===== src/rtl/abr_pkg.sv =====
// shared constants, types and the arctangent table of the ray angle unit
package abr_pkg;

	localparam int COORD_BITS      = 16;
	localparam int CORDIC_STEPS    = 16;
	localparam int ANGLE_FRAC_BITS = 7;

	// internal angle format: degrees with ANG_Q fractional bits
	localparam int ANG_Q     = 16;
	localparam int ANGLE_W   = 16;
	localparam int TABLE_LEN = 24;

	localparam int DIFF_W = COORD_BITS + 1;
	// two guard bits cover the sqrt(2) reach and the cordic gain
	localparam int XY_W   = DIFF_W + CORDIC_STEPS + 2;
	// sign, nine integer bits (start angle plus table sum stays below 512)
	localparam int Z_W    = ANG_Q + 10;
	localparam int TH_W   = Z_W + 1;
	localparam int RND_SH = ANG_Q - ANGLE_FRAC_BITS;
	localparam int RND_W  = TH_W - RND_SH;

	// difference, pre-rotation, then one register per cordic step
	localparam int LANE_STAGES = CORDIC_STEPS + 2;
	// wrap and rounding stages after the lanes
	localparam int PIPE_STAGES = LANE_STAGES + 2;

	typedef logic signed [COORD_BITS-1:0] coord_t;
	typedef logic signed [DIFF_W-1:0]     diff_t;
	typedef logic signed [XY_W-1:0]       xy_t;
	typedef logic signed [Z_W-1:0]        z_t;
	typedef logic signed [TH_W-1:0]       th_t;
	typedef logic signed [RND_W-1:0]      rnd_t;
	typedef logic signed [ANGLE_W-1:0]    angle_t;

	localparam z_t  DEG180_Z  = Z_W'(180 << ANG_Q);
	localparam th_t DEG180_TH = TH_W'(180 << ANG_Q);
	localparam th_t DEG360_TH = TH_W'(360 << ANG_Q);

	// round(atan(2^-i) * 180/pi * 2^16)
	function automatic z_t atan_q16(input int idx);
		z_t v;
		case (idx)
			0:       v = Z_W'(2949120);
			1:       v = Z_W'(1740967);
			2:       v = Z_W'(919879);
			3:       v = Z_W'(466945);
			4:       v = Z_W'(234379);
			5:       v = Z_W'(117304);
			6:       v = Z_W'(58666);
			7:       v = Z_W'(29335);
			8:       v = Z_W'(14668);
			9:       v = Z_W'(7334);
			10:      v = Z_W'(3667);
			11:      v = Z_W'(1833);
			12:      v = Z_W'(917);
			13:      v = Z_W'(458);
			14:      v = Z_W'(229);
			15:      v = Z_W'(115);
			16:      v = Z_W'(57);
			17:      v = Z_W'(29);
			18:      v = Z_W'(14);
			19:      v = Z_W'(7);
			20:      v = Z_W'(4);
			21:      v = Z_W'(2);
			22:      v = Z_W'(1);
			default: v = '0;
		endcase
		return v;
	endfunction

endpackage


===== src/rtl/abr_merge.sv =====
// merge of the two lane angles: difference, wrap, round and saturate
module abr_merge import abr_pkg::*; (
	input  logic   clk,
	input  logic   en,
	input  z_t     ang1,
	input  z_t     ang2,
	output angle_t angle_deg
);

	localparam th_t  RND_HALF = TH_W'(1 << (RND_SH - 1));
	localparam rnd_t OUT_MAX  = RND_W'((1 << (ANGLE_W - 1)) - 1);
	localparam rnd_t OUT_MIN  = -RND_W'(1 << (ANGLE_W - 1));

	th_t    diff;
	th_t    wrapped;
	th_t    th_s1;
	th_t    biased;
	rnd_t   rnd;
	angle_t sat;
	angle_t angle_s2;

	always_comb begin
		diff = {ang1[Z_W-1], ang1} - {ang2[Z_W-1], ang2};
		if (diff > DEG180_TH) begin
			wrapped = diff - DEG360_TH;
		end else if (diff < -DEG180_TH) begin
			wrapped = diff + DEG360_TH;
		end else begin
			wrapped = diff;
		end
	end

	always_ff @(posedge clk) begin
		if (en) begin
			th_s1 <= wrapped;
		end
	end

	// round half up by the arithmetic shift, then clamp to the port range
	always_comb begin
		biased = th_s1 + RND_HALF;
		rnd    = biased[TH_W-1:RND_SH];
		if (rnd > OUT_MAX) begin
			sat = OUT_MAX[ANGLE_W-1:0];
		end else if (rnd < OUT_MIN) begin
			sat = OUT_MIN[ANGLE_W-1:0];
		end else begin
			sat = rnd[ANGLE_W-1:0];
		end
	end

	always_ff @(posedge clk) begin
		if (en) begin
			angle_s2 <= sat;
		end
	end

	assign angle_deg = angle_s2;

endmodule


===== config.mk =====
export PLATFORM = sky130hd
export DESIGN_NAME = abr_merge
export DESIGN_NICKNAME = d
export VERILOG_FILES = /design/src/rtl/abr_pkg.sv /design/src/rtl/abr_merge.sv
export SDC_FILE = /design/constraint.sdc
export NUM_CORES = 1
export LEC_CHECK = 0
export BUFFER_PORTS_ARGS = -buffer_cell sky130_fd_sc_hd__buf_2
export CORE_ASPECT_RATIO = 1.4
export CORE_MARGIN = 5
export CORE_UTILIZATION = 62
export DETAILED_ROUTE_END_ITERATION = 6
export MAX_ROUTING_LAYER = met4
export PLACE_DENSITY = 0.9
export SLEW_MARGIN = 10
export SYNTH_ARGS = -nofsm -noshare
export SYNTH_HDL_FRONTEND = slang
export SYNTH_SLANG_ARGS = --single-unit

===== constraint.sdc =====
create_clock -name clk -period 11.3 [get_ports clk]
set_clock_uncertainty 0.15 [all_clocks]
set_input_delay 3.39 -clock clk [delete_from_list [all_inputs] [get_ports clk]]
set_output_delay 3.39 -clock clk [all_outputs]
set_load 0.05 [all_outputs]

==> results.yml <==
synthesis:
  synth_top_area_cell: "edfxtp_1"
  ys.flop_type: "edfxtp_1"
  synth.area.top_cells: "edfxtp_1 (27%), ha_1 (9.4%), nand2_1 (4.6%)"
  syn_inst: 469
  synth_seq_area_share_pct: 27.3
  yosys.area_share.xor_xnor_pct: 6.58
  synth_compound_area_share_pct: 28.2
  yosysUniqueCellTypes: 69
  synthSimpleGateAreaFrac_pct: 20.5
  synthMuxAreaShare_pct: 1.60
  syn_area_per_cell_um2: 8.20
  synth_edf_count: 35
  syn_nets: 553
  synth.top_cell.area_share_pct: 27.3
  ys_ff_latch: 35
  synth_top_family_by_area: "compound AO/OA/AOI/OAI gates"
  synth-warning-count: 0
  yosys.area_share.adder_pct: 9.96
  synth_area_um2: 3840
  async_reset_ff_share_pct: 0
worst_setup_path:
  rr_startpoint: "th_s1[8]"
  critical_path_cell_count: 14
  critPathMaxFanout: 8
  cp_slowest_stage_delay_ns: 0.48
  cp.arrival_ns: 7.18
  cp-endpoint: "th_s1[21]"
  crit_slowest_cell: "a2111oi_2"
  critPathLaunch: "ang1[10]"
  r2r-end: "angle_deg[13]"
  cp-end-kind: "flip-flop"
  crit_type: "input pin to flip-flop"
  cp-start-kind: "input pin"
  worstPathRequired_ns: 11.18
  reg2reg_depth: 8
  reg2reg_slack_ns: 8.16
  crit_chain: "buf_2 > ha_1 > a21oi_1 > o21ai_1 > a2111oi_2 > a21oi_1 > xnor2_1 > inv_1 > ha_1 > o2bb2ai_1 > a221oi_4 > nor2_2 > or4_1 > and4bb_1"
  critPathBufInv: 2
  crit_family: "compound AO/OA/AOI/OAI gates"
power_and_ir_drop:
  vdd_drop_max_v: 0.0000566
  p_per_area_nw_per_um2: 135
  leakagePower_nw: 1.81
die:
  rows: 34
  die_width_um: 76.5
  die_area_um2: 7900
  ios: 70
  core_um2: 6130
  die_h_um: 103
  start_util_pct: 62.7
global_route:
  grt_pass1_vias: 3601
  antenna_found_initial: 0
  grt_pass1_wl_um: 15700
  grt_overflow: 0
  grt_use_total_pct: 24.3
  grt_max_degree: 36
place:
  port_buffers: 69
  dp_hpwl_um: 7520
  globalplace.congestion: 0.975
detailed_routing:
  drt_pass1_iterations: 4
  postRouteAntennaNets: 0
  drt_iter0_drc: 184
  wl_per_cell_um: 15.2
  route.met3.wl_um: 504
  routed_wl_um: 9100
  vias: 3730
  drc: 0
  wl_met2_um: 4730
  top_layer: "met4"
  met1_length_um: 3580
  via_per_inst: 6.22
cells_and_area:
  mostFrequentLayoutCell: "buf_2"
  nets: 613
  multi_input_area_um2: 2570
  diodes: 0
  syn2layout_area_growth_pct: 11.3
  seq_area_um2: 1050
  fillers: 530
  utilization_pct: 69.8
  layout_common_cells: "buf_2 (69), nand2_1 (47), inv_1 (39), nor2_1 (39), edfxtp_1 (35)"
  layout-drive-gt1-share_pct: 18.0
timing:
  setup_violations: 0
  fin_tns_setup_ns: 0
  min_period_over_period_pct: 64.6
  hold_ws_ns: 0.502
  hold_viol: 0
  maxSlewViolCount: 0
  max_slew.worst_pin.slew_ns: 1.02
  final.min_clock_period_ns: 7.30
  relSlewSlack_pct: 30.3
  rsz0062_at_grt: "no"
  fmax_mhz: 137
min_path:
  min_path_type: "flip-flop to flip-flop"
clock_tree:
  post-cts-setup-buffer-count: 0
  cts_hold_buf: 0
  cts_resized: 0
  cts_tree: "built"
  cts_made_buffers: 5
  path_clk_slew_ns: 0.06
  insertion_delay_ns: 0.28
  cts_root_buf: "clkbuf_8"
  clock-sinks: 35
  clockBufferDepth: 2
  htreeDepth: 2
flow_run:
  drv_cap: 0
status:
  status: "completed"
==> layout make-up <==
class | count | share of cell area (%)
sequential | 35 | 24.6
inverter | 40 | 3.51
tap | 72 | 2.11
clock buffer | 6 | 1.70
multi-input combinational | 378 | 60.0
timing repair buffer | 69 | 8.07
==> metal layers <==
layer | vias to the layer above | track usage [%]
met5 | - | -
met4 | 0 | 11.3
met3 | 30 | 3.50
met2 | 136 | 43.7
met1 | 1704 | 26.4
li1 | 1860 | -
==> how the worst min path moves through the flow <==
stage                         start            end  depth (start not counted)
after floorplan           th_s1[26]  angle_deg[15]                          1
final                     th_s1[26]  angle_deg[15]                          1
after CTS                 th_s1[26]  angle_deg[15]                          1
after global placement    th_s1[26]  angle_deg[15]                          1
after detailed placement  th_s1[26]  angle_deg[15]                          1
after global routing      th_s1[26]  angle_deg[15]                          1
==> cells in the mapped netlist (5+ instances only) <==
cell	instances
nand2_1	47
inv_1	39
nor2_1	39
edfxtp_1	35
o21ai_0	35
a21oi_1	30
ha_1	29
xnor2_1	19
nor3_1	13
o211ai_1	10
a211oi_1	9
a21o_1	9
buf_2	9
nand3_1	9
nand2b_1	8
o21ai_1	8
xor2_1	8
nand4_1	7
and3_1	6
clkbuf_1	6
o31ai_1	6
and2_1	5
mux2i_1	5
o21a_1	5
==> power by group <==
| group | internal, mW | total (mW) | switching [mW] | leakage (nW) |
|---|---|---|---|---|
| combinational | 0.104 | 0.298 | 0.194 | 1.43 |
| sequential | 0.185 | 0.202 | 0.0163 | 0.340 |
| clock | 0.0409 | 0.0788 | 0.0379 | 0.0371 |
| total | 0.331 | 0.578 | 0.248 | 1.81 |
==> registers in the layout, indices dropped and copies added, names as in the netlist <==
signal	count
angle_deg	16
th_s1	19
==> metrics by stage <==
stage	worst slack [ns]	instances	area [µm²]	power [mW]
global route	3.64	600	4280	0.619
CTS	4.05	600	4280	0.577
finish	4.00	600	4280	0.578
detailed placement	3.77	594	4200	0.498
floorplan	4.26	469	3840	0.431
global placement	3.93	594	4200	0.489
==> cell families after synthesis <==
logic type	count (synthesis)
buffers and inverters	56
xor gates and xnor gates	28
adders and majority gates	30
DFF	35
and+or+nand+nor	158
AOI/OAI and AO/OA	156
muxes	6
No activity file was read; power rests on OpenSTA's default activity.
