## src/rtl/abr_pkg.sv

```systemverilog
// shared constants, types and the arctangent table of the ray angle unit
package abr_pkg;

	localparam int COORD_BITS      = 16;
	localparam int CORDIC_STEPS    = 16;
	localparam int ANGLE_FRAC_BITS = 7;

	// internal angle format: degrees with ANG_Q fractional bits
	localparam int ANG_Q     = 16;
	localparam int ANGLE_W   = 16;
	localparam int TABLE_LEN = 24;

	localparam int DIFF_W = COORD_BITS + 1;
	// two guard bits cover the sqrt(2) reach and the cordic gain
	localparam int XY_W   = DIFF_W + CORDIC_STEPS + 2;
	// sign, nine integer bits (start angle plus table sum stays below 512)
	localparam int Z_W    = ANG_Q + 10;
	localparam int TH_W   = Z_W + 1;
	localparam int RND_SH = ANG_Q - ANGLE_FRAC_BITS;
	localparam int RND_W  = TH_W - RND_SH;

	// difference, pre-rotation, then one register per cordic step
	localparam int LANE_STAGES = CORDIC_STEPS + 2;
	// wrap and rounding stages after the lanes
	localparam int PIPE_STAGES = LANE_STAGES + 2;

	typedef logic signed [COORD_BITS-1:0] coord_t;
	typedef logic signed [DIFF_W-1:0]     diff_t;
	typedef logic signed [XY_W-1:0]       xy_t;
	typedef logic signed [Z_W-1:0]        z_t;
	typedef logic signed [TH_W-1:0]       th_t;
	typedef logic signed [RND_W-1:0]      rnd_t;
	typedef logic signed [ANGLE_W-1:0]    angle_t;

	localparam z_t  DEG180_Z  = Z_W'(180 << ANG_Q);
	localparam th_t DEG180_TH = TH_W'(180 << ANG_Q);
	localparam th_t DEG360_TH = TH_W'(360 << ANG_Q);

	// round(atan(2^-i) * 180/pi * 2^16)
	function automatic z_t atan_q16(input int idx);
		z_t v;
		case (idx)
			0:       v = Z_W'(2949120);
			1:       v = Z_W'(1740967);
			2:       v = Z_W'(919879);
			3:       v = Z_W'(466945);
			4:       v = Z_W'(234379);
			5:       v = Z_W'(117304);
			6:       v = Z_W'(58666);
			7:       v = Z_W'(29335);
			8:       v = Z_W'(14668);
			9:       v = Z_W'(7334);
			10:      v = Z_W'(3667);
			11:      v = Z_W'(1833);
			12:      v = Z_W'(917);
			13:      v = Z_W'(458);
			14:      v = Z_W'(229);
			15:      v = Z_W'(115);
			16:      v = Z_W'(57);
			17:      v = Z_W'(29);
			18:      v = Z_W'(14);
			19:      v = Z_W'(7);
			20:      v = Z_W'(4);
			21:      v = Z_W'(2);
			22:      v = Z_W'(1);
			default: v = '0;
		endcase
		return v;
	endfunction

endpackage

```

## src/rtl/abr_lane.sv

```systemverilog
// one ray lane: difference vector and pipelined vectoring cordic angle
module abr_lane import abr_pkg::*; (
	input  logic   clk,
	input  logic   en,
	input  coord_t end_x,
	input  coord_t end_y,
	input  coord_t vtx_x,
	input  coord_t vtx_y,
	output z_t     ang
);

	// abscissa is the row difference, ordinate the column difference
	diff_t ax_s1;
	diff_t ay_s1;

	xy_t  x_start;
	xy_t  y_start;
	xy_t  x_scaled;
	xy_t  y_scaled;
	z_t   z_start;
	logic zero_start;

	// index k holds the vector after k steps (index 0 is stage 2)
	xy_t  x_sn    [CORDIC_STEPS+1];
	xy_t  y_sn    [CORDIC_STEPS+1];
	z_t   z_sn    [CORDIC_STEPS+1];
	logic zero_sn [CORDIC_STEPS+1];

	always_ff @(posedge clk) begin
		if (en) begin
			ax_s1 <= {end_y[COORD_BITS-1], end_y} - {vtx_y[COORD_BITS-1], vtx_y};
			ay_s1 <= {end_x[COORD_BITS-1], end_x} - {vtx_x[COORD_BITS-1], vtx_x};
		end
	end

	// guard bits below, then turn a left-half vector by 180 degrees
	always_comb begin
		x_scaled   = {{(XY_W-DIFF_W-CORDIC_STEPS){ax_s1[DIFF_W-1]}}, ax_s1,
			{CORDIC_STEPS{1'b0}}};
		y_scaled   = {{(XY_W-DIFF_W-CORDIC_STEPS){ay_s1[DIFF_W-1]}}, ay_s1,
			{CORDIC_STEPS{1'b0}}};
		zero_start = (ax_s1 == '0) && (ay_s1 == '0);
		if (ax_s1[DIFF_W-1]) begin
			x_start = -x_scaled;
			y_start = -y_scaled;
			z_start = ay_s1[DIFF_W-1] ? -DEG180_Z : DEG180_Z;
		end else begin
			x_start = x_scaled;
			y_start = y_scaled;
			z_start = '0;
		end
	end

	always_ff @(posedge clk) begin
		if (en) begin
			x_sn[0]    <= x_start;
			y_sn[0]    <= y_start;
			z_sn[0]    <= z_start;
			zero_sn[0] <= zero_start;
		end
	end

	for (genvar g = 0; g < CORDIC_STEPS; g++) begin : g_step
		xy_t xs;
		xy_t ys;

		assign xs = x_sn[g] >>> g;
		assign ys = y_sn[g] >>> g;

		always_ff @(posedge clk) begin
			if (en) begin
				if (!y_sn[g][XY_W-1]) begin
					x_sn[g+1] <= x_sn[g] + ys;
					y_sn[g+1] <= y_sn[g] - xs;
					z_sn[g+1] <= z_sn[g] + atan_q16(g);
				end else begin
					x_sn[g+1] <= x_sn[g] - ys;
					y_sn[g+1] <= y_sn[g] + xs;
					z_sn[g+1] <= z_sn[g] - atan_q16(g);
				end
				zero_sn[g+1] <= zero_sn[g];
			end
		end
	end

	// a zero vector has angle 0
	assign ang = zero_sn[CORDIC_STEPS] ? '0 : z_sn[CORDIC_STEPS];

endmodule

```

## config.mk

```make
export PLATFORM = sky130hd
export DESIGN_NAME = abr_lane
export DESIGN_NICKNAME = d
export VERILOG_FILES = /design/src/rtl/abr_pkg.sv /design/src/rtl/abr_lane.sv
export SDC_FILE = /design/constraint.sdc
export NUM_CORES = 2
export LEC_CHECK = 0
export ABC_AREA = 0
export BUFFER_PORTS_ARGS = -buffer_cell sky130_fd_sc_hd__buf_4
export CELL_PAD_IN_SITES_DETAIL_PLACEMENT = 1
export CELL_PAD_IN_SITES_GLOBAL_PLACEMENT = 2
export CORE_MARGIN = 3
export CORE_UTILIZATION = 30
export DETAILED_ROUTE_END_ITERATION = 12
export PLACE_DENSITY = 0.6
export RECOVER_POWER = 100
export SLEW_MARGIN = 20
export SYNTH_ARGS = -nofsm -noshare
export SYNTH_HDL_FRONTEND = slang
export SYNTH_SLANG_ARGS = --single-unit
```

## constraint.sdc

```tcl
create_clock -name clk -period 6.8 [get_ports clk]
set_clock_uncertainty 0.2 [all_clocks]
set_input_delay 0.34 -clock clk [delete_from_list [all_inputs] [get_ports clk]]
set_output_delay 0.34 -clock clk [all_outputs]
set_load 0.01 [all_outputs]
```

==> results.cfg <==
[cts]
tritoncts = built
clock_latency_ns = 0.91
cts_resized = 0
cts_max_level = 4
numCtsBuffers = 177
ctsHoldBuffers = 106
post_cts_buffers = 0
clkSlewWorstSetupHoldPaths_ns = 0.06
clockBufferDepth = 4
cts_sinks = 1301
clockRootBuffer = clkbuf_16

[drt]
route.detailed.wl_per_inst_um = 21.28
vias_per_cell = 5.227
ant_nets = 0
vias = 86380
first_pass_iters = 5
drt_iter0_drc = 4976
drc_errors = 0
wl_mm = 351.7

[die]
io_pins = 92
die_w_um = 608.2
start_util_pct = 30.22
core-area_mm2 = 0.3600
fp.dieH_um = 608.2
die-area_mm2 = 0.3699
num_rows = 220

[critical_path]
r2r_start = y_sn[10][34]$_DFFE_PP_
crit_arrival_ns = 6.78
path_max_fanout = 30
critical_path_class = reg2reg
r2r_end = x_sn[11][34]$_DFFE_PP_
required_ns = 7.23
worstRegToRegCells = 17
cp-start-kind = flop
reg2reg_slack_ns = 0.45
end_kind = flop

[yosys]
netlist_instances = 11330
synth.most_common_cell = edfxtp_1
synth-seq-area-share_pct = 35.91
ys.flop_type = edfxtp_1
synth_cell_types = 93
synth-edff-count = 1301
synth_top_cell_by_area = edfxtp_1
netlist_top_cells_count = 1301 x edfxtp_1, 1262 x ha_1, 1098 x xnor2_1
netlist_top_cells_area = edfxtp_1 36%, ha_1 15%, xnor2_1 8.8%
syn_area_per_cell_um2 = 9.600
async_flop_share_pct = 0
ys_ff_latch = 1301
synth.yosys.warnings = 0
syn_area_mm2 = 0.1088
yosysTopAreaCellShare_pct = 35.91

[timing]
grt_setup_unrepaired = no
drv_slew = 1132
fmax_mhz = 157.5
tightest_slew_ns = 2.719
relSlewSlack_pct = -81.27
post-route-period-util_pct = 93.37
setup_viol_count_final = 0
min_period_ns = 6.349
tns_ns = 0
hold_viol = 0

[global_route]
grt_antenna_before_repair = 17
grt_use_total_pct = 18.47
grt_max_degree = 92
grt_pass1_wl_mm = 545.8
grt_overflow = 0
grt_pass1_vias = 89910

[cells_and_area]
final_nets = 12970
syn_to_final_growth_pct = 11.95
fill_cells = 41030
drive_above_1_share_pct = 4.002

[min_path]
hp-class = in2reg
worstHoldPathCells = 5
hold_start = vtx_x[10]
holdPathEnd = ay_s1[11]$_DFFE_PP_

[job]
cap_violations = 23

[placed_design]
dp_hpwl_mm = 283.1
gp_congestion = 0.8691
portBuffers = 90

[status]
status = finished, violations left
violations = max-capacitance violations, max-slew violations
registers in the layout, indices dropped and copies added, names as in the netlist:
register and count:
ay_s1 17, ax_s1 17, z_sn 373, x_sn 431, y_sn 446, zero_sn 17
worst max-delay path by stage:
stage / from / to / slack, ns / depth (start not counted)
floorplan: en / y_sn[13][33]$_DFFE_PP_ / 1.56 / 20
global placement: y_sn[5][6]$_DFFE_PP_ / x_sn[6][32]$_DFFE_PP_ / 0.74 / 19
detailed placement: x_sn[12][15]$_DFFE_PP_ / y_sn[13][34]$_DFFE_PP_ / 0.75 / 18
CTS: x_sn[12][15]$_DFFE_PP_ / y_sn[13][34]$_DFFE_PP_ / 0.72 / 18
global route: y_sn[5][34]$_DFFE_PP_ / z_sn[6][25]$_DFFE_PP_ / 0.09 / 15
finish: y_sn[10][34]$_DFFE_PP_ / x_sn[11][34]$_DFFE_PP_ / 0.45 / 17
metal layers:
layer / vias to the layer above / global-route usage [%] / wire [um]
met3: 316 / 1.674 / 10640
met5: - / 0 / 0
li1: 42480 / - / -
met1: 42600 / 26.13 / 172900
met2: 988 / 30.52 / 161400
met4: 0 / 3.822 / 6688
cell usage in the layout, fill, tap and decap left out, types with 28 or more instances in the layout:
cell type / n
o41ai_1: 81
o21a_1: 176
or2_2: 44
a21o_1: 450
ha_1: 1262
nor2b_1: 176
or3_1: 94
a211o_1: 37
fa_1: 34
o21bai_1: 144
clkinv_1: 43
clkbuf_1: 109
xnor2_1: 1098
nand4_1: 61
o21ai_0: 695
clkbuf_16: 179
nor2_1: 870
inv_1: 513
dlygate4sd3_1: 106
edfxtp_1: 1301
mux2i_1: 31
a211oi_1: 91
o2111ai_1: 28
nand2b_1: 179
nand3_1: 218
and3_1: 85
a21oi_1: 1063
a21boi_0: 34
nand2_1: 684
o31ai_1: 136
and2_1: 28
buf_4: 97
nand3b_1: 28
nor4_1: 84
or4_1: 51
nor3_1: 277
xor2_1: 556
a31oi_1: 99
o211ai_1: 48
kinds of logic after synthesis:
logic type | count (synthesis) | synth area share, %
DFF | 1301 | 35.91
adders and majority gates | 1296 | 15.14
and+or+nand+nor | 2980 | 13.27
muxes | 52 | 0.5026
AOI/OAI and AO/OA | 3329 | 19.37
xor gates and xnor gates | 1654 | 13.31
other | 1 | 0.003447
buffers and inverters | 720 | 2.493
final cells by class:
type / instances / area (um2) / share of cell area [%]
clock inverter: 105 / 1018 / 0.8362
antenna: 7 / 17.52 / 0.01438
timing repair buffer: 292 / 2182 / 1.792
multi-input combinational: 9314 / 66980 / 54.99
clock buffer: 214 / 4611 / 3.785
tap: 4773 / 5972 / 4.903
inverter: 519 / 1948 / 1.599
sequential: 1301 / 39070 / 32.08
critical path: stages (launching register included):
cell and delay (ns):
edfxtp_1 0.55, nand2_1 0.27, clkbuf_1 1.14, o21ai_0 0.30, xor2_1 0.42, ha_1 0.34, or2_2 0.33, a21oi_1 0.15
a21oi_1 0.09, o41ai_2 0.25, clkbuf_1 0.36, a31oi_1 0.24, a211oi_1 0.54, o21ai_0 0.18, o21a_1 0.18, a211o_1 0.26
a21oi_1 0.18, xor2_1 0.08
stage by stage:
| step | area, um2 | hold slack [ns] | std cells | util, % | setup slack (ns) |
|---|---|---|---|---|---|
| after floorplan | 108800 | 0.2003 | 11340 | - | 1.556 |
| after global placement | 115400 | 0.2006 | 16090 | 32.06 | 0.7415 |
| after detailed placement | 115500 | 0.2052 | 16090 | 32.07 | 0.7502 |
| after CTS | 122200 | 0.02564 | 16520 | 33.93 | 0.7185 |
| after global routing | 121800 | 0.1479 | 16520 | 33.82 | 0.08974 |
| final | 121800 | 0.1117 | 16530 | 33.83 | 0.4506 |
Power is left out: the tool's default activity adds up to more than one toggle a clock period on the data nets, which glitch-free logic cannot reach.
